<file path="src/hdl/assert_macros.svh">
// Assertion macros used by the hasher top level.
`ifndef ASSERT_MACROS_SVH
`define ASSERT_MACROS_SVH
`ifndef NO_ASSERTIONS
`define CHK_IMPLY(label, clk, rst_n, a, b) \
	label: assert property (@(posedge clk) disable iff (!rst_n) (a) |-> (b)) \
		else $error("check failed");
`define CHK_NEXT(label, clk, rst_n, a, b) \
	label: assert property (@(posedge clk) disable iff (!rst_n) (a) |=> (b)) \
		else $error("check failed");
`else
`define CHK_IMPLY(label, clk, rst_n, a, b)
`define CHK_NEXT(label, clk, rst_n, a, b)
`endif
`endif

</file>
<file path="src/hdl/sha256_pkg.sv">
// Constants, types and round functions for the SHA-256 hasher.
package sha256_pkg;
	typedef logic [31:0] word_t;

	localparam logic [3:0] ST_IDLE  = 4'd0;
	localparam logic [3:0] ST_PAD   = 4'd1;
	localparam logic [3:0] ST_RND   = 4'd3;
	localparam logic [3:0] ST_OUT   = 4'd5;

	localparam logic [7:0] PAD_BYTE = 8'h80;

	typedef struct packed {
		logic       start;
		logic       busy;
	} cmp_ctl_t;

	function automatic word_t iv(input logic [2:0] i);
		case (i)
			3'd0: iv = 32'h6a09e667;
			3'd1: iv = 32'hbb67ae85;
			3'd2: iv = 32'h3c6ef372;
			3'd3: iv = 32'ha54ff53a;
			3'd4: iv = 32'h510e527f;
			3'd5: iv = 32'h9b05688c;
			3'd6: iv = 32'h1f83d9ab;
			default: iv = 32'h5be0cd19;
		endcase
	endfunction

	localparam word_t RK [64] = '{
		32'h428a2f98,32'h71374491,32'hb5c0fbcf,32'he9b5dba5,32'h3956c25b,32'h59f111f1,
		32'h923f82a4,32'hab1c5ed5,32'hd807aa98,32'h12835b01,32'h243185be,32'h550c7dc3,
		32'h72be5d74,32'h80deb1fe,32'h9bdc06a7,32'hc19bf174,32'he49b69c1,32'hefbe4786,
		32'h0fc19dc6,32'h240ca1cc,32'h2de92c6f,32'h4a7484aa,32'h5cb0a9dc,32'h76f988da,
		32'h983e5152,32'ha831c66d,32'hb00327c8,32'hbf597fc7,32'hc6e00bf3,32'hd5a79147,
		32'h06ca6351,32'h14292967,32'h27b70a85,32'h2e1b2138,32'h4d2c6dfc,32'h53380d13,
		32'h650a7354,32'h766a0abb,32'h81c2c92e,32'h92722c85,32'ha2bfe8a1,32'ha81a664b,
		32'hc24b8b70,32'hc76c51a3,32'hd192e819,32'hd6990624,32'hf40e3585,32'h106aa070,
		32'h19a4c116,32'h1e376c08,32'h2748774c,32'h34b0bcb5,32'h391c0cb3,32'h4ed8aa4a,
		32'h5b9cca4f,32'h682e6ff3,32'h748f82ee,32'h78a5636f,32'h84c87814,32'h8cc70208,
		32'h90befffa,32'ha4506ceb,32'hbef9a3f7,32'hc67178f2};

	function automatic word_t ror(input word_t x, input int n);
		ror = (x >> n) | (x << (32 - n));
	endfunction
endpackage

</file>
<file path="src/hdl/sha256_byte_stream_hasher.sv">
// Top level of the SHA-256 byte-stream hasher.
// Usage: one message byte per input item on data_byte/byte_present; the item
// with end_of_message high ends the message (byte_present 0 there means no
// byte). Each full 64-byte block is compressed by a round unit that reads the
// block buffer memory for its first 16 rounds, one word per round, one round a
// cycle. in_stall is low only in the idle state while no block compresses.
// On the end item the block writes padding bytes into the buffer one per cycle
// while the round unit is idle (up to 64, or 72 when two blocks are needed),
// compresses, then shows the digest as four items, part 0 first, each 64 bits
// big-endian; last_part marks part 3.
// While out_stall is high the current part holds and no new input is taken.
// After the fourth part the chaining words return to the initial values.
// Reset clears control state and byte count; chaining words take initial values.
module sha256_byte_stream_hasher (
	input  logic        clk,
	input  logic        arst_n,
	input  logic        in_valid,
	output logic        in_stall,
	input  logic [7:0]  data_byte,
	input  logic        byte_present,
	input  logic        end_of_message,
	output logic        out_valid,
	input  logic        out_stall,
	output logic [63:0] digest_part,
	output logic [1:0]  part_index,
	output logic        last_part
);
	`include "assert_macros.svh"

	logic [3:0]  st_q;
	logic [60:0] cnt_q;
	logic [6:0]  pad_q;
	logic [1:0]  part_q;
	logic        second_q;
	logic        wr_en;
	logic [5:0]  wr_addr;
	logic [7:0]  wr_data;
	logic [3:0]  rd_addr;
	sha256_pkg::word_t rd_data;
	sha256_pkg::word_t h [8];
	sha256_pkg::cmp_ctl_t ctl;
	logic        ctl_busy;
	logic        init;
	logic        take;
	logic [63:0] bits;
	logic [6:0]  pos;

	assign take = in_valid && !in_stall;
	assign in_stall = (st_q != sha256_pkg::ST_IDLE) || ctl.busy;
	assign bits = {cnt_q, 3'b000};
	assign pos = 7'(cnt_q[5:0]) + pad_q;

	always_comb begin
		wr_en = 1'b0;
		wr_addr = cnt_q[5:0];
		wr_data = data_byte;
		ctl.start = 1'b0;
		ctl.busy = ctl_busy;
		if (st_q == sha256_pkg::ST_IDLE && take && byte_present) begin
			wr_en = 1'b1;
			ctl.start = (cnt_q[5:0] == 6'd63);
		end else if (st_q == sha256_pkg::ST_PAD && !ctl_busy) begin
			wr_en = 1'b1;
			wr_addr = pos[5:0];
			if (pad_q == 7'd0) wr_data = sha256_pkg::PAD_BYTE;
			else if (second_q && pos[6] == 1'b0) wr_data = 8'h00;
			else if (pos[5:0] >= 6'd56) wr_data = bits[{3'(6'd63 - pos[5:0]), 3'b000} +: 8];
			else wr_data = 8'h00;
			if (pos[5:0] == 6'd63) ctl.start = 1'b1;
		end
	end

	sha256_buf u_buf (
		.clk(clk), .wr_en(wr_en), .wr_addr(wr_addr), .wr_data(wr_data),
		.rd_addr(rd_addr), .rd_data(rd_data)
	);

	sha256_core u_core (
		.clk(clk), .arst_n(arst_n), .start(ctl.start), .rd_addr(rd_addr),
		.rd_data(rd_data), .init(init), .busy(ctl_busy), .h_q(h)
	);

	assign init = (st_q == sha256_pkg::ST_OUT) && !out_stall && (part_q == 2'd3);
	assign out_valid = (st_q == sha256_pkg::ST_OUT);
	assign part_index = part_q;
	assign last_part = (part_q == 2'd3);
	always_comb begin
		case (part_q)
			2'd0: digest_part = {h[0], h[1]};
			2'd1: digest_part = {h[2], h[3]};
			2'd2: digest_part = {h[4], h[5]};
			default: digest_part = {h[6], h[7]};
		endcase
	end

	always_ff @(posedge clk or negedge arst_n) begin
		if (!arst_n) begin
			st_q <= sha256_pkg::ST_IDLE;
			cnt_q <= '0;
			pad_q <= '0;
			part_q <= '0;
			second_q <= 1'b0;
		end else begin
			case (st_q)
				sha256_pkg::ST_IDLE: begin
					if (take) begin
						if (end_of_message) begin
							st_q <= sha256_pkg::ST_PAD;
							pad_q <= '0;
							second_q <= 1'b0;
							if (byte_present) cnt_q <= cnt_q + 61'd1;
						end else if (byte_present) begin
							cnt_q <= cnt_q + 61'd1;
						end
					end
				end
				sha256_pkg::ST_PAD: begin
					if (!ctl_busy) begin
						pad_q <= pad_q + 7'd1;
						if (pad_q == 7'd0 && pos[5:0] >= 6'd56) second_q <= 1'b1;
						if (pos[5:0] == 6'd63) begin
							st_q <= sha256_pkg::ST_RND;
							if (second_q || !(pad_q == 7'd0 && pos[5:0] >= 6'd56))
								second_q <= second_q;
						end
					end
				end
				sha256_pkg::ST_RND: begin
					if (!ctl_busy && !ctl.start) begin
						if (second_q && pos[6] == 1'b1) begin
							st_q <= sha256_pkg::ST_PAD;
						end else begin
							st_q <= sha256_pkg::ST_OUT;
							part_q <= '0;
						end
					end
				end
				sha256_pkg::ST_OUT: begin
					if (!out_stall) begin
						part_q <= part_q + 2'd1;
						if (part_q == 2'd3) begin
							st_q <= sha256_pkg::ST_IDLE;
							cnt_q <= '0;
						end
					end
				end
				default: st_q <= sha256_pkg::ST_IDLE;
			endcase
		end
	end

	`CHK_IMPLY(a_no_take_busy, clk, arst_n, ctl_busy, in_stall)
	`CHK_IMPLY(a_out_idle_core, clk, arst_n, out_valid, !ctl_busy)
	`CHK_NEXT(a_reset_after_last, clk, arst_n, out_valid && last_part && !out_stall,
		!out_valid && cnt_q == 61'd0)
endmodule

</file>
<file path="src/hdl/sha256_buf.sv">
// Block buffer memory: byte-wide writes, word-wide synchronous reads.
module sha256_buf (
	input  logic                  clk,
	input  logic                  wr_en,
	input  logic [5:0]            wr_addr,
	input  logic [7:0]            wr_data,
	input  logic [3:0]            rd_addr,
	output sha256_pkg::word_t     rd_data
);
	logic [7:0] mem0 [16];
	logic [7:0] mem1 [16];
	logic [7:0] mem2 [16];
	logic [7:0] mem3 [16];

	always_ff @(posedge clk) begin
		if (wr_en) begin
			case (wr_addr[1:0])
				2'd0: mem0[wr_addr[5:2]] <= wr_data;
				2'd1: mem1[wr_addr[5:2]] <= wr_data;
				2'd2: mem2[wr_addr[5:2]] <= wr_data;
				default: mem3[wr_addr[5:2]] <= wr_data;
			endcase
		end
		rd_data <= {mem0[rd_addr], mem1[rd_addr], mem2[rd_addr], mem3[rd_addr]};
	end
endmodule

</file>
<file path="src/hdl/sha256_core.sv">
// Compression engine: one round per cycle, schedule held in a 16-word window.
module sha256_core (
	input  logic                  clk,
	input  logic                  arst_n,
	input  logic                  start,
	output logic [3:0]            rd_addr,
	input  sha256_pkg::word_t     rd_data,
	input  logic                  init,
	output logic                  busy,
	output sha256_pkg::word_t     h_q [8]
);
	localparam logic [1:0] C_IDLE = 2'd0;
	localparam logic [1:0] C_RND  = 2'd1;
	localparam logic [1:0] C_ADD  = 2'd2;

	logic [1:0] st_q;
	logic [6:0] rnd_q;
	sha256_pkg::word_t v_q [8];
	sha256_pkg::word_t w_q [16];
	sha256_pkg::word_t w, s0, s1, t1, t2, ch, mj;
	sha256_pkg::word_t a15, a2;

	assign busy = (st_q != C_IDLE);
	assign rd_addr = (st_q == C_IDLE) ? 4'd0 : 4'(rnd_q[3:0] + 4'd1);

	always_comb begin
		a15 = w_q[1];
		a2  = w_q[14];
		if (rnd_q < 7'd16) begin
			w = rd_data;
		end else begin
			w = w_q[0] + (sha256_pkg::ror(a15, 7) ^ sha256_pkg::ror(a15, 18) ^ (a15 >> 3))
				+ w_q[9] + (sha256_pkg::ror(a2, 17) ^ sha256_pkg::ror(a2, 19) ^ (a2 >> 10));
		end
		s1 = sha256_pkg::ror(v_q[4], 6) ^ sha256_pkg::ror(v_q[4], 11)
			^ sha256_pkg::ror(v_q[4], 25);
		ch = (v_q[4] & v_q[5]) ^ (~v_q[4] & v_q[6]);
		t1 = v_q[7] + s1 + ch + sha256_pkg::RK[rnd_q[5:0]] + w;
		s0 = sha256_pkg::ror(v_q[0], 2) ^ sha256_pkg::ror(v_q[0], 13)
			^ sha256_pkg::ror(v_q[0], 22);
		mj = (v_q[0] & v_q[1]) ^ (v_q[0] & v_q[2]) ^ (v_q[1] & v_q[2]);
		t2 = s0 + mj;
	end

	always_ff @(posedge clk or negedge arst_n) begin
		if (!arst_n) begin
			st_q <= C_IDLE;
			rnd_q <= '0;
			for (int j = 0; j < 8; j++) h_q[j] <= sha256_pkg::iv(3'(j));
		end else begin
			case (st_q)
				C_IDLE: begin
					if (init) begin
						for (int j = 0; j < 8; j++) h_q[j] <= sha256_pkg::iv(3'(j));
					end
					if (start) begin
						st_q <= C_RND;
						rnd_q <= '0;
					end
				end
				C_RND: begin
					rnd_q <= rnd_q + 7'd1;
					if (rnd_q == 7'd63) st_q <= C_ADD;
				end
				C_ADD: begin
					for (int j = 0; j < 8; j++) h_q[j] <= h_q[j] + v_q[j];
					st_q <= C_IDLE;
				end
				default: st_q <= C_IDLE;
			endcase
		end
	end

	always_ff @(posedge clk) begin
		if (st_q == C_IDLE && start) begin
			for (int j = 0; j < 8; j++) v_q[j] <= h_q[j];
		end else if (st_q == C_RND) begin
			for (int j = 0; j < 15; j++) w_q[j] <= w_q[j+1];
			w_q[15] <= w;
			v_q[7] <= v_q[6]; v_q[6] <= v_q[5]; v_q[5] <= v_q[4];
			v_q[4] <= v_q[3] + t1;
			v_q[3] <= v_q[2]; v_q[2] <= v_q[1]; v_q[1] <= v_q[0];
			v_q[0] <= t1 + t2;
		end
	end
endmodule

</file>
<file path="config.mk">
export PLATFORM = sky130hd
export DESIGN_NAME = sha256_byte_stream_hasher
export DESIGN_NICKNAME = d
export VERILOG_FILES = /design/src/hdl/sha256_pkg.sv /design/src/hdl/sha256_byte_stream_hasher.sv /design/src/hdl/sha256_buf.sv /design/src/hdl/sha256_core.sv
export VERILOG_INCLUDE_DIRS = /design/src /design/src/hdl
export SDC_FILE = /design/constraint.sdc
export NUM_CORES = 2
export LEC_CHECK = 0
export ABC_CLOCK_PERIOD_IN_PS = 19200
export BUFFER_PORTS_ARGS = -buffer_cell sky130_fd_sc_hd__buf_2
export CAP_MARGIN = 25
export CORE_UTILIZATION = 60
export DETAILED_ROUTE_END_ITERATION = 16
export PLACE_DENSITY = 0.79
export SLEW_MARGIN = 20
export SYNTH_ARGS = -nofsm -noshare
export SYNTH_HDL_FRONTEND = slang
export SYNTH_SLANG_ARGS = --single-unit
</file>
<file path="constraint.sdc">
create_clock -name clk -period 19.2 [get_ports clk]
set_input_delay 3.84 -clock clk [delete_from_list [all_inputs] [get_ports clk]]
set_output_delay 3.84 -clock clk [all_outputs]
set_load 0.005 [all_outputs]
</file>
==> impl_metrics.py <==
metrics = {
    "outcome": {
        "outcome": "completed",
    },
    "die": {
        "core_um2": 150000,
        "chipHeight_um": 392,
        "die_x_um": 392,
        "dieArea_um2": 153000,
        "start_util_pct": 60.6,
        "rows": 142,
        "ios": 83,
    },
    "sta": {
        "setup_tns_ps": 0,
        "finalMaxSlewViolations": 0,
        "rsz0062_at_grt": "false",
        "worst-slew-pin-transition_ps": 1230,
        "worst_slack_ps": 8540,
        "fmax_ghz": 0.0938,
        "hold_ws_ps": 366,
        "max_slew_margin_pct": 16.7,
        "skew_ps": 60.2,
        "setup_violations": 0,
        "finalHoldViolCount": 0,
        "finalCritPeriodShare_pct": 55.5,
        "finalCriticalPeriod_ps": 10660,
    },
    "synth": {
        "yosys_warnings": 0,
        "async_reset_ff_share_pct": 20.5,
        "synth_cells": 8060,
        "yosysSeqAreaShare_pct": 52.4,
        "synth_most_common_cell": "edfxtp_1",
        "synth_edf_count": 1280,
        "syn-num-nets": 8676,
        "synth.distinct_cells": 114,
        "synth_area_leaders": "edfxtp_1 42%, dfrtp_1 5.6%, ha_1 5.6%, fa_1 4.3%, nand2_1 4.2%",
        "synth_top_cell_by_area": "edfxtp_1",
        "synth_top_area_share_pct": 42.2,
        "ys_ff_latch": 1651,
        "synth_area_um2": 91100,
        "synth_ff_type": "edfxtp_1",
        "synth.avg_cell_area_um2": 11.3,
        "synth_common_cells": "1280 x edfxtp_1, 1024 x nand2_1, 500 x a21oi_1",
    },
    "worst_setup_path": {
        "critical_path_arrival_ps": 11190,
        "start_kind": "register",
        "worst_path_most_repeated_cell": "a21oi_1",
        "slowest_delay_ps": 740,
        "crit_required_ps": 19740,
        "worst-setup-path-type": "reg2reg",
        "cp_max_fo": 6,
        "crit_path_end_kind": "register",
        "cp_slowest_cell": "o21ai_0",
    },
    "placed_design": {
        "post-place-ws_ps": 8880,
        "dp_cells": 9872,
        "portBuffers": 82,
        "detailedPlacementHpwl_um": 203000,
        "gp_congestion": 1.02,
    },
    "global_routing": {
        "gr-total-overflow": 0,
        "grt_max_degree": 199,
        "grt_antenna_before_repair": 13,
        "grt_pass1_vias": 63500,
        "grt_util_all_layers_pct": 37.2,
        "grt_pass1_wl_um": 420000,
    },
    "layout": {
        "nets": 8652,
        "drive_above_1_share_pct": 8.89,
        "area_growth_pct": 9.15,
        "fin_cells": 10200,
    },
    "cts": {
        "clock-sinks": 1651,
        "cts_tree": "done",
        "cts.repair.resized": 0,
        "cts_hold_buf": 0,
        "cts.clk_slew.worst_paths_ps": 60,
        "numCtsBuffers": 171,
        "htreeDepth": 4,
        "postCtsSetupRepairBufs": 0,
        "clk_latency_ps": 830,
        "cts_root_buf": "clkbuf_16",
        "clock_path_buffers": 3,
    },
    "flow_run": {
        "cap_violations": 0,
    },
    "power": {
        "power_density_nw_per_um2": 78.7,
        "irDropWorstVdd_uv": 89.1,
        "leakagePower_nw": 39.7,
    },
    "detailed_routing": {
        "first_pass_iters": 9,
        "drc": 0,
        "via_count": 66800,
        "drtAntennaViolNets": 0,
        "wl_per_cell_um": 28.0,
        "drt-total-wl_um": 285000,
        "drtIter0Drc": 8883,
        "vias_per_cell": 6.55,
    },
    "worst_hold_path": {
        "hold_path_class": "reg2reg",
    },
}
stage by stage:
| stage | power, W | utilization, % | cell area [µm²] |
|---|---|---|---|
| after floorplan | 0.00417 | - | 91100 |
| after global placement | 0.00445 | 62.2 | 93500 |
| after detailed placement | 0.00445 | 62.2 | 93500 |
| after CTS | 0.00782 | 66.0 | 99200 |
| after global routing | 0.00799 | 66.1 | 99400 |
| final | 0.00782 | 66.1 | 99400 |
final cells by class:
| class | instances | area [µm²] |
|---|---|---|
| fill | 11100 | 50900 |
| inverter | 485 | 1840 |
| antenna | 4 | 10.0 |
| sequential | 1651 | 47700 |
| clock inverter | 82 | 993 |
| clock buffer | 234 | 4730 |
| timing repair buffer | 182 | 1280 |
| tap | 2016 | 2520 |
| multi-input combinational | 5545 | 40300 |
path summary, 6_finish.rpt:
kind                                    start                  to  slack, ps  depth (start not counted)
max                        u_core.w_q[1][212]   u_core.v_q[0][31]       8540                         39
min                        u_core.w_q[1][232]  u_core.w_q[1][200]        370                          0
max reg2reg                u_core.w_q[1][212]   u_core.v_q[0][31]       8540                         39
min reg2reg                u_core.w_q[1][232]  u_core.w_q[1][200]        370                          0
max in group asynchronous              arst_n     u_core.h_q[244]      13910                          3
min in group asynchronous              arst_n            pad_q[3]       3000                          1
logic make-up (layout without fill, tap and decap cells):
kind of cell               after synthesis  after routing  synth area share [%]
other                                    0              4                     0
xor gates and xnor gates               619            619                  5.98
and+or+nand+nor                       2048           2048                  9.91
AOI/OAI and AO/OA                     1970           1970                  14.1
buffers and inverters                  864            983                  3.58
adders and majority gates              603            603                  9.90
DFF                                   1651           1651                  52.4
muxes                                  305            305                  4.11
routing by layer:
layer	routed length [µm]	track usage, %	part of all wire [%]
met1	117000	54.1	41
met4	11000	13.1	3.9
met3	35700	10.5	12
met2	122000	53.4	43
met5	90	0	0.032
critical path: cells and delay by family, from the launching register on:
kind	cells	cell delay [ps]
AOI/OAI and AO/OA	18	4400
xor gates and xnor gates	5	880
adders and majority gates	8	3530
buffers and inverters	4	270
DFF	1	470
and+or+nand+nor	4	810
where the power goes:
group / switching (W) / internal (W) / leakage (nW) / total, W
sequential: 0.0000212 / 0.00383 / 16.6 / 0.00385
combinational: 0.000379 / 0.000174 / 20.4 / 0.000553
clock: 0.00147 / 0.00194 / 2.77 / 0.00341
cell usage in the layout, fill, tap and decap left out, types with 51 or more instances in the layout:
| master | netlist | layout |
|---|---|---|
| a21oi_1 | 500 | 499 |
| buf_2 | 9 | 83 |
| xnor2_1 | 364 | 364 |
| nor2_1 | 462 | 458 |
| o21ai_0 | 460 | 452 |
| buf_4 | 0 | 86 |
| and3_1 | 51 | 51 |
| edfxtp_1 | 1280 | 1280 |
| fa_1 | 196 | 196 |
| nand3_1 | 88 | 88 |
| nor3_1 | 86 | 85 |
| dfstp_2 | 136 | 136 |
| a31oi_1 | 68 | 68 |
| nand2_1 | 1024 | 1021 |
| xor2_1 | 253 | 253 |
| a222oi_1 | 64 | 64 |
| dfrtp_1 | 203 | 200 |
| nor2b_1 | 108 | 107 |
| a21o_1 | 213 | 213 |
| clkbuf_16 | 0 | 175 |
| a211oi_1 | 142 | 142 |
| inv_1 | 477 | 476 |
| o21a_1 | 55 | 55 |
| mux2i_1 | 248 | 248 |
| mux4_2 | 55 | 55 |
| ha_1 | 406 | 402 |
| o21bai_1 | 54 | 54 |
sequential cells by signal, summed over array words and instances (netlist names), 3 cells and up:
name,flops
cnt_q,61
pad_q,7
st_q,3
u_buf.mem0,128
u_buf.mem1,128
u_buf.mem2,128
u_buf.mem3,128
u_buf.rd_data,32
u_core.h_q,256
u_core.rnd_q,7
u_core.v_q,256
u_core.w_q,512
(Power assumes the default switching activity.)
